--- src/rtl/alif_pkg.sv ---
`timescale 1ns / 1ps

package alif_pkg;

   localparam int DATA_WIDTH          = 32;
   localparam int FRAC_BITS           = 16;
   localparam int RATIO_WIDTH         = 16;
   localparam int CSR_INDEX_WIDTH     = 3;
   localparam int VALUE_WIDTH_DEFAULT = 32;

   typedef logic [CSR_INDEX_WIDTH-1:0] csr_index_type;
   typedef logic [DATA_WIDTH-1:0]      word_type;
   typedef logic [RATIO_WIDTH-1:0]     ratio_type;

   localparam csr_index_type REG_DECAY_FACTOR    = 3'd0;
   localparam csr_index_type REG_STEP_RATIO      = 3'd1;
   localparam csr_index_type REG_REST_POTENTIAL  = 3'd2;
   localparam csr_index_type REG_EXTERNAL_DRIVE  = 3'd3;
   localparam csr_index_type REG_SYNAPTIC_GAIN   = 3'd4;
   localparam csr_index_type REG_ADAPTATION_GAIN = 3'd5;
   localparam csr_index_type REG_SPIKE_THRESHOLD = 3'd6;

   localparam ratio_type DECAY_FACTOR_RESET    = 16'd65535;
   localparam ratio_type STEP_RATIO_RESET      = 16'd655;
   localparam word_type  REST_POTENTIAL_RESET  = 32'd0;
   localparam word_type  EXTERNAL_DRIVE_RESET  = 32'd0;
   localparam word_type  SYNAPTIC_GAIN_RESET   = 32'd65536;
   localparam word_type  ADAPTATION_GAIN_RESET = 32'd0;
   localparam word_type  SPIKE_THRESHOLD_RESET = 32'd65536;

endpackage

--- src/rtl/alif_if.sv ---
`timescale 1ns / 1ps

interface alif_req_if;
   logic                            valid;
   logic                            ready;
   logic [alif_pkg::DATA_WIDTH-1:0] syn_input;

   modport source (output valid, output syn_input, input ready);
   modport sink   (input valid, input syn_input, output ready);
endinterface

interface alif_rsp_if;
   logic                            valid;
   logic                            ready;
   logic [alif_pkg::DATA_WIDTH-1:0] membrane_potential;
   logic                            spike;

   modport source (output valid, output membrane_potential, output spike, input ready);
   modport sink   (input valid, input membrane_potential, input spike, output ready);
endinterface

--- src/rtl/adaptive_lif_neuron_rk4_unit.sv ---
`timescale 1ns / 1ps

// Adaptive leaky integrate-and-fire neuron, one time step per request beat. Each step
// decays the synaptic and adaptation currents, forms the drive, takes one fourth-order
// Runge-Kutta step of the membrane potential and fires when the potential rises strictly
// above the threshold, which resets it to the rest potential. All arithmetic runs through
// one shared signed VALUE_WIDTH x 17 multiplier under a sequencer: ten multiplier passes,
// the adds between them, and a final divide by six done eight bits a cycle. The request side
// is ready only while the sequencer is idle. A finished response waits in an output register,
// so the next beat can be taken before the previous response is consumed. Configuration
// registers are written through the csr port and should only be changed while no step is in
// flight.
module adaptive_lif_neuron_rk4_unit #(
   parameter int VALUE_WIDTH = alif_pkg::VALUE_WIDTH_DEFAULT
) (
   input  logic                     clock,
   input  logic                     reset,
   alif_req_if.sink                 req_bus,
   alif_rsp_if.source               rsp_bus,
   input  logic                     csr_write_en,
   input  alif_pkg::csr_index_type  csr_index,
   input  alif_pkg::word_type       csr_wdata
);

   import alif_pkg::*;

   localparam int WIDE    = VALUE_WIDTH + 18;
   localparam int PW      = VALUE_WIDTH + RATIO_WIDTH + 1;
   localparam int SW      = VALUE_WIDTH + 3;
   localparam int NPAIR   = (SW + 1) / 2;
   localparam int DIV_CYC = (NPAIR + 3) / 4;
   localparam int DB      = 8 * DIV_CYC;
   localparam int CW      = $clog2(DIV_CYC + 1);

   localparam logic signed [WIDE-1:0] MAX_W =
      {{(WIDE-VALUE_WIDTH+1){1'b0}}, {(VALUE_WIDTH-1){1'b1}}};
   localparam logic signed [WIDE-1:0] MIN_W =
      {{(WIDE-VALUE_WIDTH+1){1'b1}}, {(VALUE_WIDTH-1){1'b0}}};
   localparam logic signed [WIDE-1:0] ONE_Q  = WIDE'(1) << FRAC_BITS;
   localparam logic signed [WIDE-1:0] ONE_VW = WIDE'(1) << VALUE_WIDTH;
   localparam logic signed [WIDE-1:0] SIX_VW = WIDE'(6) << VALUE_WIDTH;

   localparam logic [4:0] S_IDLE      = 5'd0;
   localparam logic [4:0] S_SYN_M     = 5'd1;
   localparam logic [4:0] S_SYN_A     = 5'd2;
   localparam logic [4:0] S_ADP_M     = 5'd3;
   localparam logic [4:0] S_ADP_A     = 5'd4;
   localparam logic [4:0] S_SG_LO_M   = 5'd5;
   localparam logic [4:0] S_SG_LO_A   = 5'd6;
   localparam logic [4:0] S_SG_HI_M   = 5'd7;
   localparam logic [4:0] S_SG_HI_A   = 5'd8;
   localparam logic [4:0] S_DRV_EXT   = 5'd9;
   localparam logic [4:0] S_AG_LO_M   = 5'd10;
   localparam logic [4:0] S_AG_LO_A   = 5'd11;
   localparam logic [4:0] S_AG_HI_M   = 5'd12;
   localparam logic [4:0] S_AG_HI_A   = 5'd13;
   localparam logic [4:0] S_DRV_ADP   = 5'd14;
   localparam logic [4:0] S_K_F       = 5'd15;
   localparam logic [4:0] S_K_M       = 5'd16;
   localparam logic [4:0] S_K_A       = 5'd17;
   localparam logic [4:0] S_DIV_LOAD  = 5'd18;
   localparam logic [4:0] S_DIV       = 5'd19;
   localparam logic [4:0] S_SUM       = 5'd20;
   localparam logic [4:0] S_FIRE      = 5'd21;

   localparam logic [1:0] K_FIRST = 2'd0;
   localparam logic [1:0] K_THIRD = 2'd2;
   localparam logic [1:0] K_LAST  = 2'd3;

   function automatic logic signed [VALUE_WIDTH-1:0] sat_v(input logic signed [WIDE-1:0] x);
      logic signed [VALUE_WIDTH-1:0] r;
      if (x > MAX_W) begin
         r = MAX_W[VALUE_WIDTH-1:0];
      end else if (x < MIN_W) begin
         r = MIN_W[VALUE_WIDTH-1:0];
      end else begin
         r = x[VALUE_WIDTH-1:0];
      end
      return r;
   endfunction

   function automatic logic signed [WIDE-1:0] ext_v(input logic signed [VALUE_WIDTH-1:0] v);
      return {{(WIDE-VALUE_WIDTH){v[VALUE_WIDTH-1]}}, v};
   endfunction

   function automatic logic signed [WIDE-1:0] ext_32(input word_type w);
      return {{(WIDE-DATA_WIDTH){w[DATA_WIDTH-1]}}, w};
   endfunction

   // Four radix-4 long-division steps by three; returns four quotient digits and the remainder.
   function automatic logic [9:0] div3_byte(input logic [1:0] rem, input logic [7:0] bits8);
      logic [1:0] r;
      logic [3:0] v;
      logic [7:0] q;
      r = rem;
      q = '0;
      for (int i = 3; i >= 0; i--) begin
         v = {r, bits8[2*i+1 -: 2]};
         if (v >= 4'd9) begin
            q[2*i+1 -: 2] = 2'd3;
            r = 2'(v - 4'd9);
         end else if (v >= 4'd6) begin
            q[2*i+1 -: 2] = 2'd2;
            r = 2'(v - 4'd6);
         end else if (v >= 4'd3) begin
            q[2*i+1 -: 2] = 2'd1;
            r = 2'(v - 4'd3);
         end else begin
            q[2*i+1 -: 2] = 2'd0;
            r = v[1:0];
         end
      end
      return {q, r};
   endfunction

   // Configuration registers.
   ratio_type decay_ff, step_ff;
   word_type  rest_ff, ext_ff, sgain_ff, again_ff, thr_ff;

   // Sequencer and datapath registers.
   logic [4:0]                    state_ff, state_in;
   word_type                      in_ff, in_in;
   logic signed [VALUE_WIDTH-1:0] syn_ff, syn_in;
   logic signed [VALUE_WIDTH-1:0] adapt_ff, adapt_in;
   logic signed [VALUE_WIDTH-1:0] pot_ff, pot_in;
   logic                          fired_ff, fired_in;
   logic signed [VALUE_WIDTH-1:0] drive_ff, drive_in;
   logic signed [VALUE_WIDTH-1:0] acc_ff, acc_in;
   logic signed [VALUE_WIDTH-1:0] x_ff, x_in;
   logic signed [SW-1:0]          sum_ff, sum_in;
   logic [1:0]                    kidx_ff, kidx_in;
   logic [DB-1:0]                 div_ff, div_in;
   logic [DB-1:0]                 quot_ff, quot_in;
   logic [1:0]                    rem_ff, rem_in;
   logic [CW-1:0]                 cnt_ff, cnt_in;
   logic signed [PW-1:0]          prod_ff, prod_in;
   logic                          rsp_valid_ff, rsp_valid_in;
   word_type                      rsp_pot_ff, rsp_pot_in;
   logic                          rsp_spike_ff, rsp_spike_in;

   // Combinational helpers.
   logic signed [VALUE_WIDTH-1:0] mul_a;
   logic signed [RATIO_WIDTH:0]   mul_b;
   logic signed [WIDE-1:0]        prod_w, prod_sh;
   logic signed [VALUE_WIDTH-1:0] k_v;
   logic signed [SW-1:0]          k_s;
   logic signed [WIDE-1:0]        rest_w, u_w, q6_w;
   logic signed [VALUE_WIDTH-1:0] rest_v;
   logic [9:0]                    div_step;
   logic                          fire;
   logic signed [WIDE-1:0]        pot_next_w;

   assign req_bus.ready           = (state_ff == S_IDLE);
   assign rsp_bus.valid           = rsp_valid_ff;
   assign rsp_bus.membrane_potential = rsp_pot_ff;
   assign rsp_bus.spike           = rsp_spike_ff;

   always_comb begin
      case (state_ff)
         S_SYN_M: begin
            mul_a = syn_ff;
            mul_b = {1'b0, decay_ff};
         end
         S_ADP_M: begin
            mul_a = adapt_ff;
            mul_b = {1'b0, decay_ff};
         end
         S_SG_LO_M: begin
            mul_a = syn_ff;
            mul_b = {1'b0, sgain_ff[RATIO_WIDTH-1:0]};
         end
         S_SG_HI_M: begin
            mul_a = syn_ff;
            mul_b = {sgain_ff[DATA_WIDTH-1], sgain_ff[DATA_WIDTH-1:RATIO_WIDTH]};
         end
         S_AG_LO_M: begin
            mul_a = adapt_ff;
            mul_b = {1'b0, again_ff[RATIO_WIDTH-1:0]};
         end
         S_AG_HI_M: begin
            mul_a = adapt_ff;
            mul_b = {again_ff[DATA_WIDTH-1], again_ff[DATA_WIDTH-1:RATIO_WIDTH]};
         end
         default: begin
            mul_a = acc_ff;
            mul_b = {1'b0, step_ff};
         end
      endcase
   end

   assign prod_in  = mul_a * mul_b;
   assign prod_w   = {{(WIDE-PW){prod_ff[PW-1]}}, prod_ff};
   assign prod_sh  = prod_w >>> FRAC_BITS;
   assign k_v      = sat_v(prod_sh);
   assign k_s      = {{(SW-VALUE_WIDTH){k_v[VALUE_WIDTH-1]}}, k_v};
   assign rest_w   = ext_32(rest_ff);
   assign rest_v   = sat_v(rest_w);
   // Bias the weighted sum positive so floor division reduces to unsigned division.
   assign u_w      = {{(WIDE-SW){sum_ff[SW-1]}}, sum_ff} + SIX_VW;
   assign q6_w     = $signed({{(WIDE-SW){1'b0}}, quot_ff[SW-1:0]}) - ONE_VW;
   assign div_step = div3_byte(rem_ff, div_ff[DB-1 -: 8]);
   assign fire     = ext_v(x_ff) > ext_32(thr_ff);
   assign pot_next_w = ext_v(fire ? rest_v : x_ff);

   always_comb begin
      state_in     = state_ff;
      in_in        = in_ff;
      syn_in       = syn_ff;
      adapt_in     = adapt_ff;
      pot_in       = pot_ff;
      fired_in     = fired_ff;
      drive_in     = drive_ff;
      acc_in       = acc_ff;
      x_in         = x_ff;
      sum_in       = sum_ff;
      kidx_in      = kidx_ff;
      div_in       = div_ff;
      quot_in      = quot_ff;
      rem_in       = rem_ff;
      cnt_in       = cnt_ff;
      rsp_valid_in = rsp_valid_ff && !rsp_bus.ready;
      rsp_pot_in   = rsp_pot_ff;
      rsp_spike_in = rsp_spike_ff;
      unique case (state_ff)
         S_IDLE: begin
            if (req_bus.valid) begin
               in_in    = req_bus.syn_input;
               state_in = S_SYN_M;
            end
         end
         S_SYN_M: state_in = S_SYN_A;
         S_SYN_A: begin
            syn_in   = sat_v(ext_v(k_v) + ext_v(sat_v(ext_32(in_ff))));
            state_in = S_ADP_M;
         end
         S_ADP_M: state_in = S_ADP_A;
         S_ADP_A: begin
            adapt_in = sat_v(ext_v(k_v) + (fired_ff ? ONE_Q : '0));
            state_in = S_SG_LO_M;
         end
         S_SG_LO_M: state_in = S_SG_LO_A;
         S_SG_LO_A: begin
            acc_in   = prod_sh[VALUE_WIDTH-1:0];
            state_in = S_SG_HI_M;
         end
         S_SG_HI_M: state_in = S_SG_HI_A;
         S_SG_HI_A: begin
            acc_in   = sat_v(prod_w + ext_v(acc_ff));
            state_in = S_DRV_EXT;
         end
         S_DRV_EXT: begin
            drive_in = sat_v(ext_v(sat_v(ext_32(ext_ff))) + ext_v(acc_ff));
            state_in = S_AG_LO_M;
         end
         S_AG_LO_M: state_in = S_AG_LO_A;
         S_AG_LO_A: begin
            acc_in   = prod_sh[VALUE_WIDTH-1:0];
            state_in = S_AG_HI_M;
         end
         S_AG_HI_M: state_in = S_AG_HI_A;
         S_AG_HI_A: begin
            acc_in   = sat_v(prod_w + ext_v(acc_ff));
            state_in = S_DRV_ADP;
         end
         S_DRV_ADP: begin
            drive_in = sat_v(ext_v(drive_ff) - ext_v(acc_ff));
            x_in     = pot_ff;
            sum_in   = '0;
            kidx_in  = K_FIRST;
            state_in = S_K_F;
         end
         S_K_F: begin
            acc_in   = sat_v(ext_v(rest_v) - ext_v(x_ff) + ext_v(drive_ff));
            state_in = S_K_M;
         end
         S_K_M: state_in = S_K_A;
         S_K_A: begin
            // The middle two slopes count twice; the third one feeds a full step.
            if (kidx_ff == K_FIRST || kidx_ff == K_LAST) begin
               sum_in = sum_ff + k_s;
            end else begin
               sum_in = sum_ff + (k_s <<< 1);
            end
            if (kidx_ff == K_THIRD) begin
               x_in = sat_v(ext_v(pot_ff) + ext_v(k_v));
            end else begin
               x_in = sat_v(ext_v(pot_ff) + (ext_v(k_v) >>> 1));
            end
            if (kidx_ff == K_LAST) begin
               state_in = S_DIV_LOAD;
            end else begin
               kidx_in  = kidx_ff + 2'd1;
               state_in = S_K_F;
            end
         end
         S_DIV_LOAD: begin
            div_in   = DB'(u_w[SW:1]);
            quot_in  = '0;
            rem_in   = '0;
            cnt_in   = '0;
            state_in = S_DIV;
         end
         S_DIV: begin
            div_in  = div_ff << 8;
            quot_in = {quot_ff[DB-9:0], div_step[9:2]};
            rem_in  = div_step[1:0];
            cnt_in  = cnt_ff + CW'(1);
            if (cnt_ff == CW'(DIV_CYC - 1)) begin
               state_in = S_SUM;
            end
         end
         S_SUM: begin
            x_in     = sat_v(ext_v(pot_ff) + q6_w);
            state_in = S_FIRE;
         end
         S_FIRE: begin
            if (!rsp_valid_ff || rsp_bus.ready) begin
               fired_in     = fire;
               pot_in       = fire ? rest_v : x_ff;
               rsp_valid_in = 1'b1;
               rsp_pot_in   = pot_next_w[DATA_WIDTH-1:0];
               rsp_spike_in = fire;
               state_in     = S_IDLE;
            end
         end
         default: state_in = S_IDLE;
      endcase
   end

   always_ff @(posedge clock) begin
      if (reset) begin
         decay_ff <= DECAY_FACTOR_RESET;
         step_ff  <= STEP_RATIO_RESET;
         rest_ff  <= REST_POTENTIAL_RESET;
         ext_ff   <= EXTERNAL_DRIVE_RESET;
         sgain_ff <= SYNAPTIC_GAIN_RESET;
         again_ff <= ADAPTATION_GAIN_RESET;
         thr_ff   <= SPIKE_THRESHOLD_RESET;
      end else if (csr_write_en) begin
         unique case (csr_index)
            REG_DECAY_FACTOR:    decay_ff <= csr_wdata[RATIO_WIDTH-1:0];
            REG_STEP_RATIO:      step_ff  <= csr_wdata[RATIO_WIDTH-1:0];
            REG_REST_POTENTIAL:  rest_ff  <= csr_wdata;
            REG_EXTERNAL_DRIVE:  ext_ff   <= csr_wdata;
            REG_SYNAPTIC_GAIN:   sgain_ff <= csr_wdata;
            REG_ADAPTATION_GAIN: again_ff <= csr_wdata;
            REG_SPIKE_THRESHOLD: thr_ff   <= csr_wdata;
            default: ;
         endcase
      end
   end

   always_ff @(posedge clock) begin
      if (reset) begin
         state_ff     <= S_IDLE;
         syn_ff       <= '0;
         adapt_ff     <= '0;
         pot_ff       <= sat_v(ext_32(REST_POTENTIAL_RESET));
         fired_ff     <= 1'b0;
         rsp_valid_ff <= 1'b0;
         rsp_spike_ff <= 1'b0;
      end else begin
         state_ff     <= state_in;
         syn_ff       <= syn_in;
         adapt_ff     <= adapt_in;
         pot_ff       <= pot_in;
         fired_ff     <= fired_in;
         rsp_valid_ff <= rsp_valid_in;
         rsp_spike_ff <= rsp_spike_in;
      end
   end

   always_ff @(posedge clock) begin
      in_ff      <= in_in;
      drive_ff   <= drive_in;
      acc_ff     <= acc_in;
      x_ff       <= x_in;
      sum_ff     <= sum_in;
      kidx_ff    <= kidx_in;
      div_ff     <= div_in;
      quot_ff    <= quot_in;
      rem_ff     <= rem_in;
      cnt_ff     <= cnt_in;
      prod_ff    <= prod_in;
      rsp_pot_ff <= rsp_pot_in;
   end

   a_rsp_from_fire: assert property (@(posedge clock) disable iff (reset)
      $rose(rsp_valid_ff) |-> $past(state_ff) == S_FIRE)
      else $error("response raised outside the fire state");

   a_spike_matches_state: assert property (@(posedge clock) disable iff (reset)
      rsp_valid_ff |-> rsp_spike_ff == fired_ff)
      else $error("pending spike flag differs from the stored fired flag");

   a_four_slopes: assert property (@(posedge clock) disable iff (reset)
      state_ff == S_DIV_LOAD |-> $past(kidx_ff) == K_LAST)
      else $error("divide started before all four slopes were summed");

endmodule
--- src/flat_wrapper.sv ---
// flat-port wrapper written by rule: the top's interface ports become plain ports
module adaptive_lif_neuron_rk4_unit_flat import alif_pkg::*;
#(
   parameter int VALUE_WIDTH = alif_pkg::VALUE_WIDTH_DEFAULT
)
  (clock, reset, csr_write_en, csr_index, csr_wdata, req_bus_valid, req_bus_syn_input, req_bus_ready, rsp_bus_valid, rsp_bus_membrane_potential, rsp_bus_spike, rsp_bus_ready);
  alif_req_if req_bus_i ();
  alif_rsp_if rsp_bus_i ();
  input  logic clock;
  input  logic reset;
  input  logic csr_write_en;
  input  alif_pkg::csr_index_type csr_index;
  input  alif_pkg::word_type csr_wdata;
  input wire logic [$bits(req_bus_i.valid)-1:0] req_bus_valid;
  input wire logic [$bits(req_bus_i.syn_input)-1:0] req_bus_syn_input;
  output wire logic [$bits(req_bus_i.ready)-1:0] req_bus_ready;
  output wire logic [$bits(rsp_bus_i.valid)-1:0] rsp_bus_valid;
  output wire logic [$bits(rsp_bus_i.membrane_potential)-1:0] rsp_bus_membrane_potential;
  output wire logic [$bits(rsp_bus_i.spike)-1:0] rsp_bus_spike;
  input wire logic [$bits(rsp_bus_i.ready)-1:0] rsp_bus_ready;
  assign req_bus_i.valid = req_bus_valid;
  assign req_bus_i.syn_input = req_bus_syn_input;
  assign req_bus_ready = req_bus_i.ready;
  assign rsp_bus_valid = rsp_bus_i.valid;
  assign rsp_bus_membrane_potential = rsp_bus_i.membrane_potential;
  assign rsp_bus_spike = rsp_bus_i.spike;
  assign rsp_bus_i.ready = rsp_bus_ready;
  adaptive_lif_neuron_rk4_unit #(.VALUE_WIDTH(VALUE_WIDTH)) u_core (.clock(clock), .reset(reset), .req_bus(req_bus_i), .rsp_bus(rsp_bus_i), .csr_write_en(csr_write_en), .csr_index(csr_index), .csr_wdata(csr_wdata));
endmodule
--- config.mk ---
export PLATFORM = sky130hd
export DESIGN_NAME = adaptive_lif_neuron_rk4_unit_flat
export DESIGN_NICKNAME = d
export VERILOG_FILES = /design/src/rtl/alif_pkg.sv /design/src/rtl/alif_if.sv /design/src/rtl/adaptive_lif_neuron_rk4_unit.sv /design/src/flat_wrapper.sv
export SDC_FILE = /design/constraint.sdc
export NUM_CORES = 2
export LEC_CHECK = 0
export BUFFER_PORTS_ARGS = -buffer_cell sky130_fd_sc_hd__buf_2
export CORE_UTILIZATION = 26
export CTS_CLUSTER_SIZE = 28
export DETAILED_ROUTE_END_ITERATION = 6
export PLACE_DENSITY = 0.38
export SLEW_MARGIN = 0
export SYNTH_ARGS = -nofsm -noshare
export SYNTH_HDL_FRONTEND = slang
export SYNTH_SLANG_ARGS = --single-unit
--- constraint.sdc ---
create_clock -name clock -period 10.6 [get_ports clock]
set_input_delay 2.12 -clock clock [delete_from_list [all_inputs] [get_ports clock]]
set_output_delay 2.12 -clock clock [all_outputs]
set_load 0.02 [all_outputs]
==> flow_metrics.py <==
metrics = {
    "run_status": {
        "status": "complete, no violations",
    },
    "yosys": {
        "netlist.area_leader.share_pct": 17.4,
        "synth_edf_count": 277,
        "synthFlopType": "dfxtp_1",
        "synth_area_leaders": "fa_1, edfxtp_1, dfxtp_1",
        "async_flop_share_pct": 0,
        "synth_cell_types": 97,
        "syn_nets": 8924,
        "ys_top_cells_by_count": "nand2_1, inv_1, a21oi_1, nor2_1, fa_1",
        "postSynthCellCount": 7776,
        "synth_area_um2": 64800,
        "yosysWarningCount": 0,
        "synth_area_per_cell_um2": 8.34,
        "synth.most_common_cell": "nand2_1",
        "ys_ff_latch": 621,
        "synth_top_cell_by_area": "fa_1",
        "yosysSeqAreaShare_pct": 23.5,
    },
    "floorplan": {
        "die_area_um2": 251000,
        "io_pins": 107,
        "initial_core_util_pct": 26.3,
        "rows": 182,
        "core_um2": 247000,
        "die_w_um": 501,
        "chipHeight_um": 501,
    },
    "min_path": {
        "min_path_cells": 2,
        "hold_start": "u_core.again_ff[22]",
        "hold_class": "flop to flop",
        "hold_end": "u_core.again_ff[22]",
    },
    "cts": {
        "cts_buffers": 83,
        "clock-sinks": 621,
        "clockBufferDepth": 3,
        "root_buffer": "clkbuf_16",
        "postCtsSetupRepairBufs": 0,
        "h-tree-depth": 3,
        "cts_hold_buf": 0,
        "clk_pin_slew_ns": 0.06,
        "cts_tree": "done",
        "ctsResizeCount": 0,
        "insertion_delay_ns": 0.73,
    },
    "layout": {
        "layout.nets": 8840,
        "utilization_pct": 29.2,
        "area_growth_pct": 11.1,
        "fillCellCount": 26600,
        "final_cells": 11100,
        "drive_above_1_share_pct": 6.25,
    },
    "critical_path": {
        "slowest_stage": "o21ai_4",
        "cp-start-kind": "flop",
        "reg2reg_slack_ns": 0.79,
        "rr_worst_depth": 30,
        "max_stage_delay_ns": 0.84,
        "setup.worst_path.end_class": "flop",
        "crit_family": "adder cells",
        "crit_buf_inv": 4,
        "crit_fanout": 32,
        "cp_common_cell": "fa_1",
        "timing.rr.end": "u_core.prod_ff[44]",
        "crit_type": "flop to flop",
        "required_ns": 11.23,
        "rr_startpoint": "u_core.state_ff[2]",
        "worstPathArrival_ns": 10.45,
    },
    "placement": {
        "dp_hpwl_um": 215000,
        "portBuffers": 106,
        "gp_congestion": 0.908,
        "dp_cells": 10900,
    },
    "timing": {
        "fmax_mhz": 102,
        "final_max_slew_viol_count": 0,
        "fin_crit_ns": 9.81,
        "hold_viol": 0,
        "setup-tns-final_ns": 0,
        "fin_crit_sh_pct": 92.6,
        "finalSetupViolations": 0,
        "slew_headroom_pct": 20.0,
        "rsz0062_at_grt": "no",
        "final.setup_skew_ns": 0.0376,
        "worst_pin_slew_ns": 1.19,
    },
    "drt": {
        "vias": 55800,
        "routedWlPerCell_um": 24.2,
        "ant_nets": 0,
        "wl_um": 268000,
        "drc": 0,
        "drtPass1Iterations": 6,
        "drt_iter0_markers": 4187,
        "viasPerCell": 5.04,
    },
    "grt": {
        "grt.overflow.total": 0,
        "antenna_found_initial": 23,
        "grt_pass1_wl_um": 390000,
        "grt_max_degree": 106,
        "grt_usage_pct": 21.1,
        "grt_pass1_vias": 55600,
    },
    "run": {
        "cap_violations": 0,
    },
}
-- through the flow --
| stage | setup slack [ns] | hold WS [ns] | instance area, um2 |
|---|---|---|---|
| final | 0.788 | 0.455 | 72000 |
| after global routing | 0.153 | 0.474 | 72000 |
| after CTS | 0.668 | 0.454 | 72000 |
| after detailed placement | 0.736 | 0.446 | 69300 |
| after global placement | 0.825 | 0.442 | 69300 |
| after floorplan | 1.97 | 0.435 | 64800 |
-- area by class of cell --
| type | count | area [um2] | share of cell area, % |
|---|---|---|---|
| sequential | 621 | 15200 | 21.1 |
| antenna | 5 | 12.5 | 0.0174 |
| clock inverter | 32 | 290 | 0.403 |
| multi-input combinational | 5848 | 45000 | 62.5 |
| tap | 3312 | 4140 | 5.75 |
| clock buffer | 120 | 2410 | 3.35 |
| inverter | 900 | 3380 | 4.69 |
| timing repair buffer | 238 | 1530 | 2.13 |
-- cell usage in the layout, fill, tap and decap left out, types with 36 or more instances in the layout --
cell type,count
a21o_1,191
mux2i_1,49
o21ai_0,282
xnor2_1,221
nor2_1,666
nand4_1,49
and2_1,91
buf_2,105
ha_1,513
buf_4,132
xor2_1,109
o211ai_1,68
a221o_1,36
nand2_1,1073
o21a_1,63
dfxtp_1,342
fa_1,562
clkbuf_16,86
a211oi_1,148
nor2b_1,49
nor3_1,66
o21bai_1,47
inv_1,899
edfxtp_1,277
nand2b_1,92
and3_1,73
a21oi_1,708
a31oi_1,45
nand3_1,98
a22oi_1,45
-- worst max-delay path by stage --
stage | from | to | slack, ns | cells past startpoint
2_1_floorplan | u_core.state_ff[1] | u_core.prod_ff[44] | 1.97 | 32
3_3_place_gp | u_core.state_ff[2] | u_core.prod_ff[44] | 0.82 | 32
3_5_place_dp | u_core.state_ff[2] | u_core.prod_ff[44] | 0.74 | 32
4_1_cts | u_core.state_ff[2] | u_core.prod_ff[44] | 0.67 | 32
5_1_grt | u_core.state_ff[2] | u_core.prod_ff[44] | 0.15 | 30
6_report | u_core.state_ff[2] | u_core.prod_ff[44] | 0.79 | 30
-- worst register-to-register path: cells and delay by family, from the launching register on --
family / cells / cell delay (ns)
adders and majority gates: 7 / 3.54
xor gates and xnor gates: 1 / 0.13
and+or+nand+nor: 7 / 1.44
DFF: 1 / 0.66
buffers and inverters: 4 / 0.65
AOI/OAI and AO/OA: 11 / 3.32
-- kinds of logic after synthesis --
logic type	count (synthesis)	synth area share [%]
xor+xnor	333	4.52
compound gates	1943	19.4
fa+ha+maj	1102	27.7
simple gates	2413	16.4
mux	56	0.878
buf+inv	1308	7.65
flops	621	23.5
-- routing by layer --
layer,global-route usage (%),vias up,wire length (um)
li1,-,26300,-
met1,29.8,27900,128000
met2,34.2,1346,122000
met3,1.61,286,10000
met4,5.89,0,7610
met5,0,-,0
-- registers in the layout (all words and copies together) (netlist names), 35 cells and up --
| register | cells |
|---|---|
| u_core.div_ff | 40 |
| u_core.prod_ff | 49 |
| u_core.quot_ff | 35 |
| u_core.sum_ff | 35 |
Power is left out: the tool's default activity adds up to more than one toggle a clock period on the data nets, which glitch-free logic cannot reach.
